<file path="src/rtl/qdac_pkg.sv">
`default_nettype none
// ----------------------------------------------------------------------------
// qdac_pkg
// Shared types and constants for the four-channel DAC delta update block.
// ----------------------------------------------------------------------------
package qdac_pkg;

  localparam int NUM_CH     = 4;
  localparam int CH_W       = 2;
  localparam int VAL_W      = 16;
  localparam int CODE_W     = 16;
  localparam int FRAME_W    = 19;
  localparam int CH_SHIFT   = 17;
  localparam int Q_DEPTH    = 4;
  localparam int Q_PTR_W    = 2;
  localparam int Q_CNT_W    = 3;

  // result kinds
  localparam logic KIND_STORE  = 1'b0;
  localparam logic KIND_STROBE = 1'b1;

  // one classified item: which channels changed and their new codes
  typedef struct packed {
    logic [NUM_CH-1:0]             mask;
    logic [NUM_CH-1:0][CODE_W-1:0] code;
  } qdac_entry_t;

endpackage : qdac_pkg
`default_nettype wire

</file>
<file path="src/rtl/qdac_front.sv">
`default_nettype none
// ----------------------------------------------------------------------------
// qdac_front
// Input pipeline: captures items, maps values to codes, compares against the
// stored codes and pushes a change mask with the codes into the queue.
// ----------------------------------------------------------------------------
module qdac_front
  import qdac_pkg::*;
#(
  parameter int DAC_MAX_CODE = 65535
) (
  input  wire logic                  clk,
  input  wire logic                  rst_n,
  input  wire logic                  enable,
  input  wire logic                  in_valid,
  output logic                       in_stall,
  input  wire logic [NUM_CH-1:0][VAL_W-1:0] in_val,
  output logic                       push_valid,
  output qdac_entry_t                push_data,
  input  wire logic                  q_full
);

  localparam logic [CODE_W-1:0] MAXC = CODE_W'(DAC_MAX_CODE);

  logic                           s1_valid_r, s1_valid_nxt;
  logic [NUM_CH-1:0][VAL_W-1:0]   s1_val_r;
  logic                           s2_valid_r, s2_valid_nxt;
  logic [NUM_CH-1:0][CODE_W-1:0]  s2_code_r, s2_code_nxt;
  logic [NUM_CH-1:0][CODE_W-1:0]  last_code_r, last_code_nxt;
  logic [NUM_CH-1:0]              code_valid_r, code_valid_nxt;

  logic              s2_free, s1_free, s2_adv, s1_adv, accept;
  logic [NUM_CH-1:0] mask;

  assign s2_adv   = s2_valid_r && !q_full;
  assign s2_free  = !s2_valid_r || s2_adv;
  assign s1_adv   = s1_valid_r && s2_free;
  assign s1_free  = !s1_valid_r || s2_free;
  assign in_stall = !s1_free;
  assign accept   = in_valid && !in_stall;

  // code = ((32768 - x) * MAX + 32768) >> 16, one multiplier per lane
  always_comb begin
    logic [VAL_W+1:0]   span_w;
    logic [VAL_W:0]     span;
    logic [2*VAL_W:0]   sum;
    logic [VAL_W:0]     q;
    for (int i = 0; i < NUM_CH; i++) begin
      span_w = 18'd32768 - {{2{s1_val_r[i][VAL_W-1]}}, s1_val_r[i]};
      span   = span_w[VAL_W:0];
      sum    = 33'(span) * 33'(MAXC) + 33'd32768;
      q      = sum[2*VAL_W:VAL_W];
      if (q > 17'(MAXC)) begin
        s2_code_nxt[i] = MAXC;
      end else begin
        s2_code_nxt[i] = q[CODE_W-1:0];
      end
    end
  end

  always_comb begin
    for (int i = 0; i < NUM_CH; i++) begin
      mask[i] = !code_valid_r[i] || (last_code_r[i] != s2_code_r[i]);
    end
  end

  assign push_valid     = s2_valid_r && (mask != '0);
  assign push_data.mask = mask;
  assign push_data.code = s2_code_r;

  always_comb begin
    s1_valid_nxt   = s1_valid_r;
    s2_valid_nxt   = s2_valid_r;
    last_code_nxt  = last_code_r;
    code_valid_nxt = code_valid_r;
    if (s2_adv) begin
      s2_valid_nxt   = 1'b0;
      code_valid_nxt = '1;
      last_code_nxt  = s2_code_r;
    end
    if (s1_adv) begin
      s1_valid_nxt = 1'b0;
      s2_valid_nxt = 1'b1;
    end
    // items taken while disabled are dropped here
    if (accept) begin
      s1_valid_nxt = enable;
    end
  end

  always_ff @(posedge clk) begin
    if (!rst_n) begin
      s1_valid_r   <= 1'b0;
      s2_valid_r   <= 1'b0;
      code_valid_r <= '0;
      last_code_r  <= '0;
    end else begin
      s1_valid_r   <= s1_valid_nxt;
      s2_valid_r   <= s2_valid_nxt;
      code_valid_r <= code_valid_nxt;
      last_code_r  <= last_code_nxt;
    end
  end

  always_ff @(posedge clk) begin
    if (accept) begin
      s1_val_r <= in_val;
    end
    if (s1_adv) begin
      s2_code_r <= s2_code_nxt;
    end
  end

endmodule : qdac_front
`default_nettype wire

</file>
<file path="src/rtl/qdac_fifo.sv">
`default_nettype none
// ----------------------------------------------------------------------------
// qdac_fifo
// Short queue of classified items between the front and back parts.
// ----------------------------------------------------------------------------
module qdac_fifo
  import qdac_pkg::*;
(
  input  wire logic         clk,
  input  wire logic         rst_n,
  input  wire logic         push,
  input  wire qdac_entry_t  push_data,
  output logic              full,
  output logic              not_empty,
  input  wire logic         pop,
  output qdac_entry_t       pop_data
);

  qdac_entry_t              mem_r [Q_DEPTH];
  logic [Q_PTR_W-1:0]       wr_ptr_r, wr_ptr_nxt;
  logic [Q_PTR_W-1:0]       rd_ptr_r, rd_ptr_nxt;
  logic [Q_CNT_W-1:0]       cnt_r, cnt_nxt;
  logic                     do_push, do_pop;

  assign full      = (cnt_r == Q_CNT_W'(Q_DEPTH));
  assign not_empty = (cnt_r != '0);
  assign do_push   = push && !full;
  assign do_pop    = pop && not_empty;
  assign pop_data  = mem_r[rd_ptr_r];

  always_comb begin
    wr_ptr_nxt = do_push ? wr_ptr_r + Q_PTR_W'(1) : wr_ptr_r;
    rd_ptr_nxt = do_pop  ? rd_ptr_r + Q_PTR_W'(1) : rd_ptr_r;
    cnt_nxt    = cnt_r;
    if (do_push && !do_pop) begin
      cnt_nxt = cnt_r + Q_CNT_W'(1);
    end else if (do_pop && !do_push) begin
      cnt_nxt = cnt_r - Q_CNT_W'(1);
    end
  end

  always_ff @(posedge clk) begin
    if (!rst_n) begin
      wr_ptr_r <= '0;
      rd_ptr_r <= '0;
      cnt_r    <= '0;
    end else begin
      wr_ptr_r <= wr_ptr_nxt;
      rd_ptr_r <= rd_ptr_nxt;
      cnt_r    <= cnt_nxt;
    end
  end

  always_ff @(posedge clk) begin
    if (do_push) begin
      mem_r[wr_ptr_r] <= push_data;
    end
  end

endmodule : qdac_fifo
`default_nettype wire

</file>
<file path="src/rtl/qdac_back.sv">
`default_nettype none
// ----------------------------------------------------------------------------
// qdac_back
// Output sequencer: walks the change mask of one queued item, sends a store
// frame per changed channel and closes with the load strobe.
// ----------------------------------------------------------------------------
module qdac_back
  import qdac_pkg::*;
(
  input  wire logic                clk,
  input  wire logic                rst_n,
  input  wire logic                q_not_empty,
  input  wire qdac_entry_t         q_data,
  output logic                     q_pop,
  output logic                     out_valid,
  input  wire logic                out_stall,
  output logic                     out_kind,
  output logic [FRAME_W-1:0]       out_frame_word,
  output logic                     out_last_of_run
);

  logic                          cur_valid_r, cur_valid_nxt;
  logic [NUM_CH-1:0]             mask_r, mask_nxt;
  logic [NUM_CH-1:0][CODE_W-1:0] code_r;
  logic                          out_valid_r, out_valid_nxt;
  logic                          kind_r, kind_nxt;
  logic [FRAME_W-1:0]            frame_r, frame_nxt;
  logic                          last_r, last_nxt;
  logic                          out_free;
  logic [CH_W-1:0]               ch;

  assign out_free = !out_valid_r || !out_stall;

  // lowest changed channel goes first
  always_comb begin
    ch = '0;
    priority if (mask_r[0]) ch = CH_W'(0);
    else if (mask_r[1])     ch = CH_W'(1);
    else if (mask_r[2])     ch = CH_W'(2);
    else                    ch = CH_W'(3);
  end

  assign q_pop = q_not_empty && (!cur_valid_r || (out_free && mask_r == '0));

  always_comb begin
    cur_valid_nxt = cur_valid_r;
    mask_nxt      = mask_r;
    out_valid_nxt = out_valid_r && out_stall;
    kind_nxt      = kind_r;
    frame_nxt     = frame_r;
    last_nxt      = last_r;
    if (cur_valid_r && out_free) begin
      out_valid_nxt = 1'b1;
      if (mask_r != '0) begin
        kind_nxt     = KIND_STORE;
        frame_nxt    = {ch, 1'b0, code_r[ch]};
        last_nxt     = 1'b0;
        mask_nxt[ch] = 1'b0;
      end else begin
        kind_nxt      = KIND_STROBE;
        frame_nxt     = '0;
        last_nxt      = 1'b1;
        cur_valid_nxt = 1'b0;
      end
    end
    if (q_pop) begin
      cur_valid_nxt = 1'b1;
      mask_nxt      = q_data.mask;
    end
  end

  always_ff @(posedge clk) begin
    if (!rst_n) begin
      cur_valid_r <= 1'b0;
      out_valid_r <= 1'b0;
      mask_r      <= '0;
    end else begin
      cur_valid_r <= cur_valid_nxt;
      out_valid_r <= out_valid_nxt;
      mask_r      <= mask_nxt;
    end
  end

  always_ff @(posedge clk) begin
    kind_r  <= kind_nxt;
    frame_r <= frame_nxt;
    last_r  <= last_nxt;
    if (q_pop) begin
      code_r <= q_data.code;
    end
  end

  assign out_valid       = out_valid_r;
  assign out_kind        = kind_r;
  assign out_frame_word  = frame_r;
  assign out_last_of_run = last_r;

endmodule : qdac_back
`default_nettype wire

</file>
<file path="src/rtl/quad_dac_delta_update.sv">
`default_nettype none
// ----------------------------------------------------------------------------
// quad_dac_delta_update
// Four-channel DAC update with change detection: emits a store frame per
// changed channel code, followed by a load strobe.
// ----------------------------------------------------------------------------
// Usage:
//  - Input channel (in_valid / in_stall) carries four signed Q1.15 values.
//    An item is taken when in_valid is high and in_stall low.
//  - Result channel (out_valid / out_stall) carries one store frame per
//    changed channel in channel order, then a load strobe with
//    out_last_of_run set. An item with no change gives no result.
//  - cfg_wr_en / cfg_wr_data write the enable bit; while it is clear, items
//    are taken and dropped. Write it only while the block is idle.
//  - A taken item passes the input register, the code register, the queue,
//    the sequencer and its result register. The sequencer sends one result
//    a cycle while out_stall is low; N changed channels give N+1 results.
//  - Input takes an item every cycle while the 4-entry queue between the
//    code pipeline and sequencer has room; a full queue stalls the pipeline.
//  - When out_stall is high the result register holds and the sequencer
//    waits; the queue and pipeline fill and then stall the input.
//  - Reset clears the enable bit, the queue and all stored codes' valid
//    flags, so the first item after enabling writes every channel.
// ----------------------------------------------------------------------------
module quad_dac_delta_update
  import qdac_pkg::*;
#(
  parameter int DAC_MAX_CODE = 65535
) (
  input  wire logic               clk,
  input  wire logic               rst_n,
  input  wire logic               cfg_wr_en,
  input  wire logic               cfg_wr_data,
  input  wire logic               in_valid,
  output logic                    in_stall,
  input  wire logic [VAL_W-1:0]   in_chan_a,
  input  wire logic [VAL_W-1:0]   in_chan_b,
  input  wire logic [VAL_W-1:0]   in_chan_c,
  input  wire logic [VAL_W-1:0]   in_chan_d,
  output logic                    out_valid,
  input  wire logic               out_stall,
  output logic                    out_kind,
  output logic [FRAME_W-1:0]      out_frame_word,
  output logic                    out_last_of_run
);

  logic                          enable_r;
  logic [NUM_CH-1:0][VAL_W-1:0]  in_val;
  logic                          push_valid, q_full, q_not_empty, q_pop;
  qdac_entry_t                   push_data, pop_data;

  assign in_val[0] = in_chan_a;
  assign in_val[1] = in_chan_b;
  assign in_val[2] = in_chan_c;
  assign in_val[3] = in_chan_d;

  always_ff @(posedge clk) begin
    if (!rst_n) begin
      enable_r <= 1'b0;
    end else if (cfg_wr_en) begin
      enable_r <= cfg_wr_data;
    end
  end

  qdac_front #(
    .DAC_MAX_CODE (DAC_MAX_CODE)
  ) u_front (
    .clk        (clk),
    .rst_n      (rst_n),
    .enable     (enable_r),
    .in_valid   (in_valid),
    .in_stall   (in_stall),
    .in_val     (in_val),
    .push_valid (push_valid),
    .push_data  (push_data),
    .q_full     (q_full)
  );

  qdac_fifo u_fifo (
    .clk       (clk),
    .rst_n     (rst_n),
    .push      (push_valid),
    .push_data (push_data),
    .full      (q_full),
    .not_empty (q_not_empty),
    .pop       (q_pop),
    .pop_data  (pop_data)
  );

  qdac_back u_back (
    .clk             (clk),
    .rst_n           (rst_n),
    .q_not_empty     (q_not_empty),
    .q_data          (pop_data),
    .q_pop           (q_pop),
    .out_valid       (out_valid),
    .out_stall       (out_stall),
    .out_kind        (out_kind),
    .out_frame_word  (out_frame_word),
    .out_last_of_run (out_last_of_run)
  );

endmodule : quad_dac_delta_update
`default_nettype wire
</file>
<file path="config.mk">
export PLATFORM = sky130hd
export DESIGN_NAME = quad_dac_delta_update
export DESIGN_NICKNAME = d
export VERILOG_FILES = /design/src/rtl/qdac_pkg.sv /design/src/rtl/qdac_front.sv /design/src/rtl/qdac_fifo.sv /design/src/rtl/qdac_back.sv /design/src/rtl/quad_dac_delta_update.sv
export SDC_FILE = /design/constraint.sdc
export NUM_CORES = 2
export LEC_CHECK = 0
export BUFFER_PORTS_ARGS = -buffer_cell sky130_fd_sc_hd__clkbuf_2
export CORE_UTILIZATION = 30
export CTS_CLUSTER_SIZE = 12
export DETAILED_ROUTE_END_ITERATION = 10
export GPL_TIMING_DRIVEN = 0
export SLEW_MARGIN = 30
export SYNTH_ARGS = -nofsm -noshare
export SYNTH_HDL_FRONTEND = slang
export SYNTH_SLANG_ARGS = --single-unit
</file>
<file path="constraint.sdc">
create_clock -name clk -period 7.24 [get_ports clk]
set_input_delay 0.362 -clock clk [delete_from_list [all_inputs] [get_ports clk]]
set_output_delay 0.362 -clock clk [all_outputs]
set_load 0.05 [all_outputs]
</file>
==> impl_metrics.csv <==
group,metric,value,unit
placed_design,gp_congestion,0.874,
logic_synthesis,yosys_most_used_dff,"edfxtp_1",
hold_path,min_path_type,"input pin to register",
worst_setup_path,start_kind,"register",
logic_synthesis,synth_edf_count,483,
worst_setup_path,crit_slowest_cell,"or4_4",
sta,maxSlewHeadroom,0.294,
finish,multiInputGateArea,28500,um^2
finish,areaGrowthSynthToFinish,21.7,%
logic_synthesis,synth-async-reset-ratio,0,
logic_synthesis,syn_nets,4801,
die,io_pins,93,
logic_synthesis,ys_seq_area_frac,0.358,
finish,post-route-util,0.367,
logic_synthesis,yosys.area.top_type_share,0.321,
finish,nNetsFinal,5224,
logic_synthesis,yosys.area.top_type,"edfxtp_1",
worst_setup_path,cp_top_family,"adder cells",
worst_setup_path,critPathMaxFanout,5,
die,die_y,390,um
placed_design,dp.final_hpwl,79800,um
global_routing,grt_max_degree,41,
sta,fin_skew,44.3,ps
sta,tightest_slew,1050,ps
logic_synthesis,syn_inst,3768,
placed_design,port_buffers,90,
clock_tree,h-tree-depth,2,
die,initial_utilization,0.302,
sta,rsz0062_at_grt,"true",
die,chipWidth,390,um
global_routing,grt.total_usage,0.134,
logic_synthesis,ys_ff_latch,566,
sta,setup_viol,46,
sta,timing.final.ws_setup,-252,ps
logic_synthesis,yosysUniqueCellTypes,81,
logic_synthesis,synth_area,45200,um^2
job,max_cap_violations,0,
global_routing,first_global_vias,28900,
global_routing,antenna_found_initial,3,
sta,period_share,1.03,
sta,period_needed,7490,ps
sta,report.final.slew_viol_count,0,
run_status,status,"finished with violations",
worst_setup_path,critPathMaxStageDelay,560,ps
routing,drc_errors,0,
worst_setup_path,path_class,"register to register",
die,dieArea,152000,um^2
finish,mostFrequentLayoutCell,"inv_1",
die,coreArea,150000,um^2
worst_setup_path,worstPathRequired,7620,ps
clock_tree,clockBufferDepth,3,
routing,drtIter0Drc,1429,
finish,fillCellCount,14400,
worst_setup_path,endpoint_kind,"register",
worst_setup_path,crit_top_cell,"inv_2",
worst_setup_path,cp.arrival,7880,ps
finish,final_cell_mix,"689 x inv_1, 513 x ha_1, 483 x edfxtp_1, 383 x fa_1, 208 x xnor2_1",
finish,drive_above_1_share,0.202,
routing,drt_pass1_iterations,5,
clock_tree,cts_buffers,58,
clock_tree,numClockSinks,566,
logic_synthesis,syn_avg_cell_area,12.0,um^2
die,fp-row-count,142,
logic_synthesis,ys_warn_count,0,
logic_synthesis,netlist_top_cells_area,"edfxtp_1 32%, fa_1 18%, ha_1 15%",
clock_tree,cts.clk_slew.worst_paths,60,ps
worst_setup_path,path_buf_inv,8,
run_status,violations,"negative setup slack",
finish,seq_area,16200,um^2
routing,vias,27900,
routing,wire_per_inst,16.4,um
routing,wirelength,102000,um
clock_tree,cts_root_buffer,"clkbuf_16",
clock_tree,cts_tree,"built",
routing,drtAntennaViolNets,0,
sta,setup-tns-final,-6590,ps
sta,max_freq,133,MHz
clock_tree,insertion_delay,670,ps
global_routing,grt.overflow.total,0,
routing,avgViaCountPerCell,4.46,
global_routing,grt_first_pass_wirelength,160000,um
sta,final-hold-violation-count,0,
sta,holdWs,370,ps
timing repair:
action | CTS | global route
setup buffers | 135 | 60
setup endpoints to repair | 64 | 64
gates cloned | 4 | 0
hold buffers | 68 | 0
pin swaps | 129 | 107
resized for setup | 284 | 159
hold endpoints to repair | 67 | 0
synthesized netlist by cell type (all sizes together), types with 2 or more instances:
| library cell | number |
|---|---|
| maj3 | 9 |
| o21ai | 47 |
| a22o | 2 |
| nand2b | 35 |
| nor3 | 34 |
| a221oi | 3 |
| and2b | 2 |
| mux4 | 68 |
| nor2 | 59 |
| a211o | 4 |
| mux2i | 7 |
| or2 | 9 |
| o211ai | 6 |
| a22oi | 16 |
| a211oi | 15 |
| or4 | 6 |
| nor4 | 12 |
| o31ai | 2 |
| a21oi | 115 |
| dfxtp | 83 |
| and4 | 6 |
| fa | 406 |
| and3 | 10 |
| xor2 | 131 |
| clkbuf | 44 |
| nand3 | 25 |
| nor3b | 4 |
| o21a | 9 |
| nand3b | 3 |
| inv | 738 |
| a21o | 122 |
| ha | 557 |
| o21bai | 23 |
| nor2b | 13 |
| xnor2 | 269 |
| nand2 | 221 |
| nand4 | 26 |
| a21boi | 73 |
| or3 | 12 |
| buf | 17 |
| edfxtp | 483 |
| a31oi | 5 |
| and2 | 20 |
through the flow:
stage                     cell area (um^2)  std cells  worst slack (ps)
final                                55000       6256              -252
after global placement               48400       5874             -1440
after floorplan                      45400       3768             -30.0
after global routing                 55000       6255              -499
after detailed placement             48700       5885             -1530
after CTS                            53700       6197              -325
path summary, 6_finish.rpt:
path | start | to | slack (ps) | cells after the start
worst min register to register | u_front.last_code_r[5]$_SDFFE_PN0P_ | u_front.last_code_r[5]$_SDFFE_PN0P_ | 480 | 2
worst max-delay path | u_front.s1_val_r[36]$_DFFE_PP_ | u_front.push_data[46]$_SDFFCE_PN1P_ | -250 | 31
worst min-delay path | rst_n | u_back.cur_valid_r$_SDFFE_PN0P_ | 370 | 2
worst max register to register | u_front.s1_val_r[36]$_DFFE_PP_ | u_front.push_data[46]$_SDFFCE_PN1P_ | -250 | 31
cells by family after synthesis:
group / after synthesis / synth area share
simple gates: 499 / 0.0549
compound gates: 455 / 0.0677
buf+inv: 800 / 0.0667
mux: 75 / 0.0355
other cells: 1 / 0.0000830
flops: 566 / 0.358
fa+ha+maj: 972 / 0.336
xor+xnor: 400 / 0.0807
state kept, by name, indices dropped and copies added (netlist names), named ones only:
signal and flops:
u_fifo.mem_r 272, u_back.code_r 64, u_front.last_code_r 64, u_front.push_data 64, u_front.s1_val_r 64, u_back.out_frame_word 18, u_back.mask_r 4, u_fifo.cnt_r 3
u_fifo.rd_ptr_r 2, u_fifo.wr_ptr_r 2, enable_r 1, u_back.cur_valid_r 1, u_back.out_kind 1, u_back.out_valid 1, u_front.code_valid_r 1, u_front.s1_valid_r 1
u_front.s2_valid_r 1
cell type report:
type / instances / share of cell area
Multi-Input combinational cell: 2402 / 0.519
Sequential cell: 566 / 0.294
Timing Repair Buffer: 365 / 0.0537
Inverter: 739 / 0.0507
Tap cell: 2016 / 0.0459
Clock buffer: 91 / 0.0290
Buffer: 59 / 0.00512
Clock inverter: 17 / 0.00269
Antenna cell: 1 / 0.0000455
layer usage:
layer	vias to the layer above	wire [um]	track usage	share of wire
met2	457	48100	0.222	0.47
met5	-	13	0	0.00013
met1	13900	48400	0.187	0.47
met4	2	1850	0.0306	0.018
li1	13400	-	-	-
met3	104	4080	0.0175	0.040
worst reg2reg max path, delay by kind of cell, from the launching register on:
family / cells / cell delay, ps
xor gates and xnor gates: 3 / 520
and+or+nand+nor: 6 / 1480
DFF: 1 / 400
buffers and inverters: 8 / 860
AOI/OAI and AO/OA: 7 / 1420
adders and majority gates: 7 / 2570
Power is not shown: default switching activity piles up to over one toggle a cycle in this logic, so the estimate is an artifact.
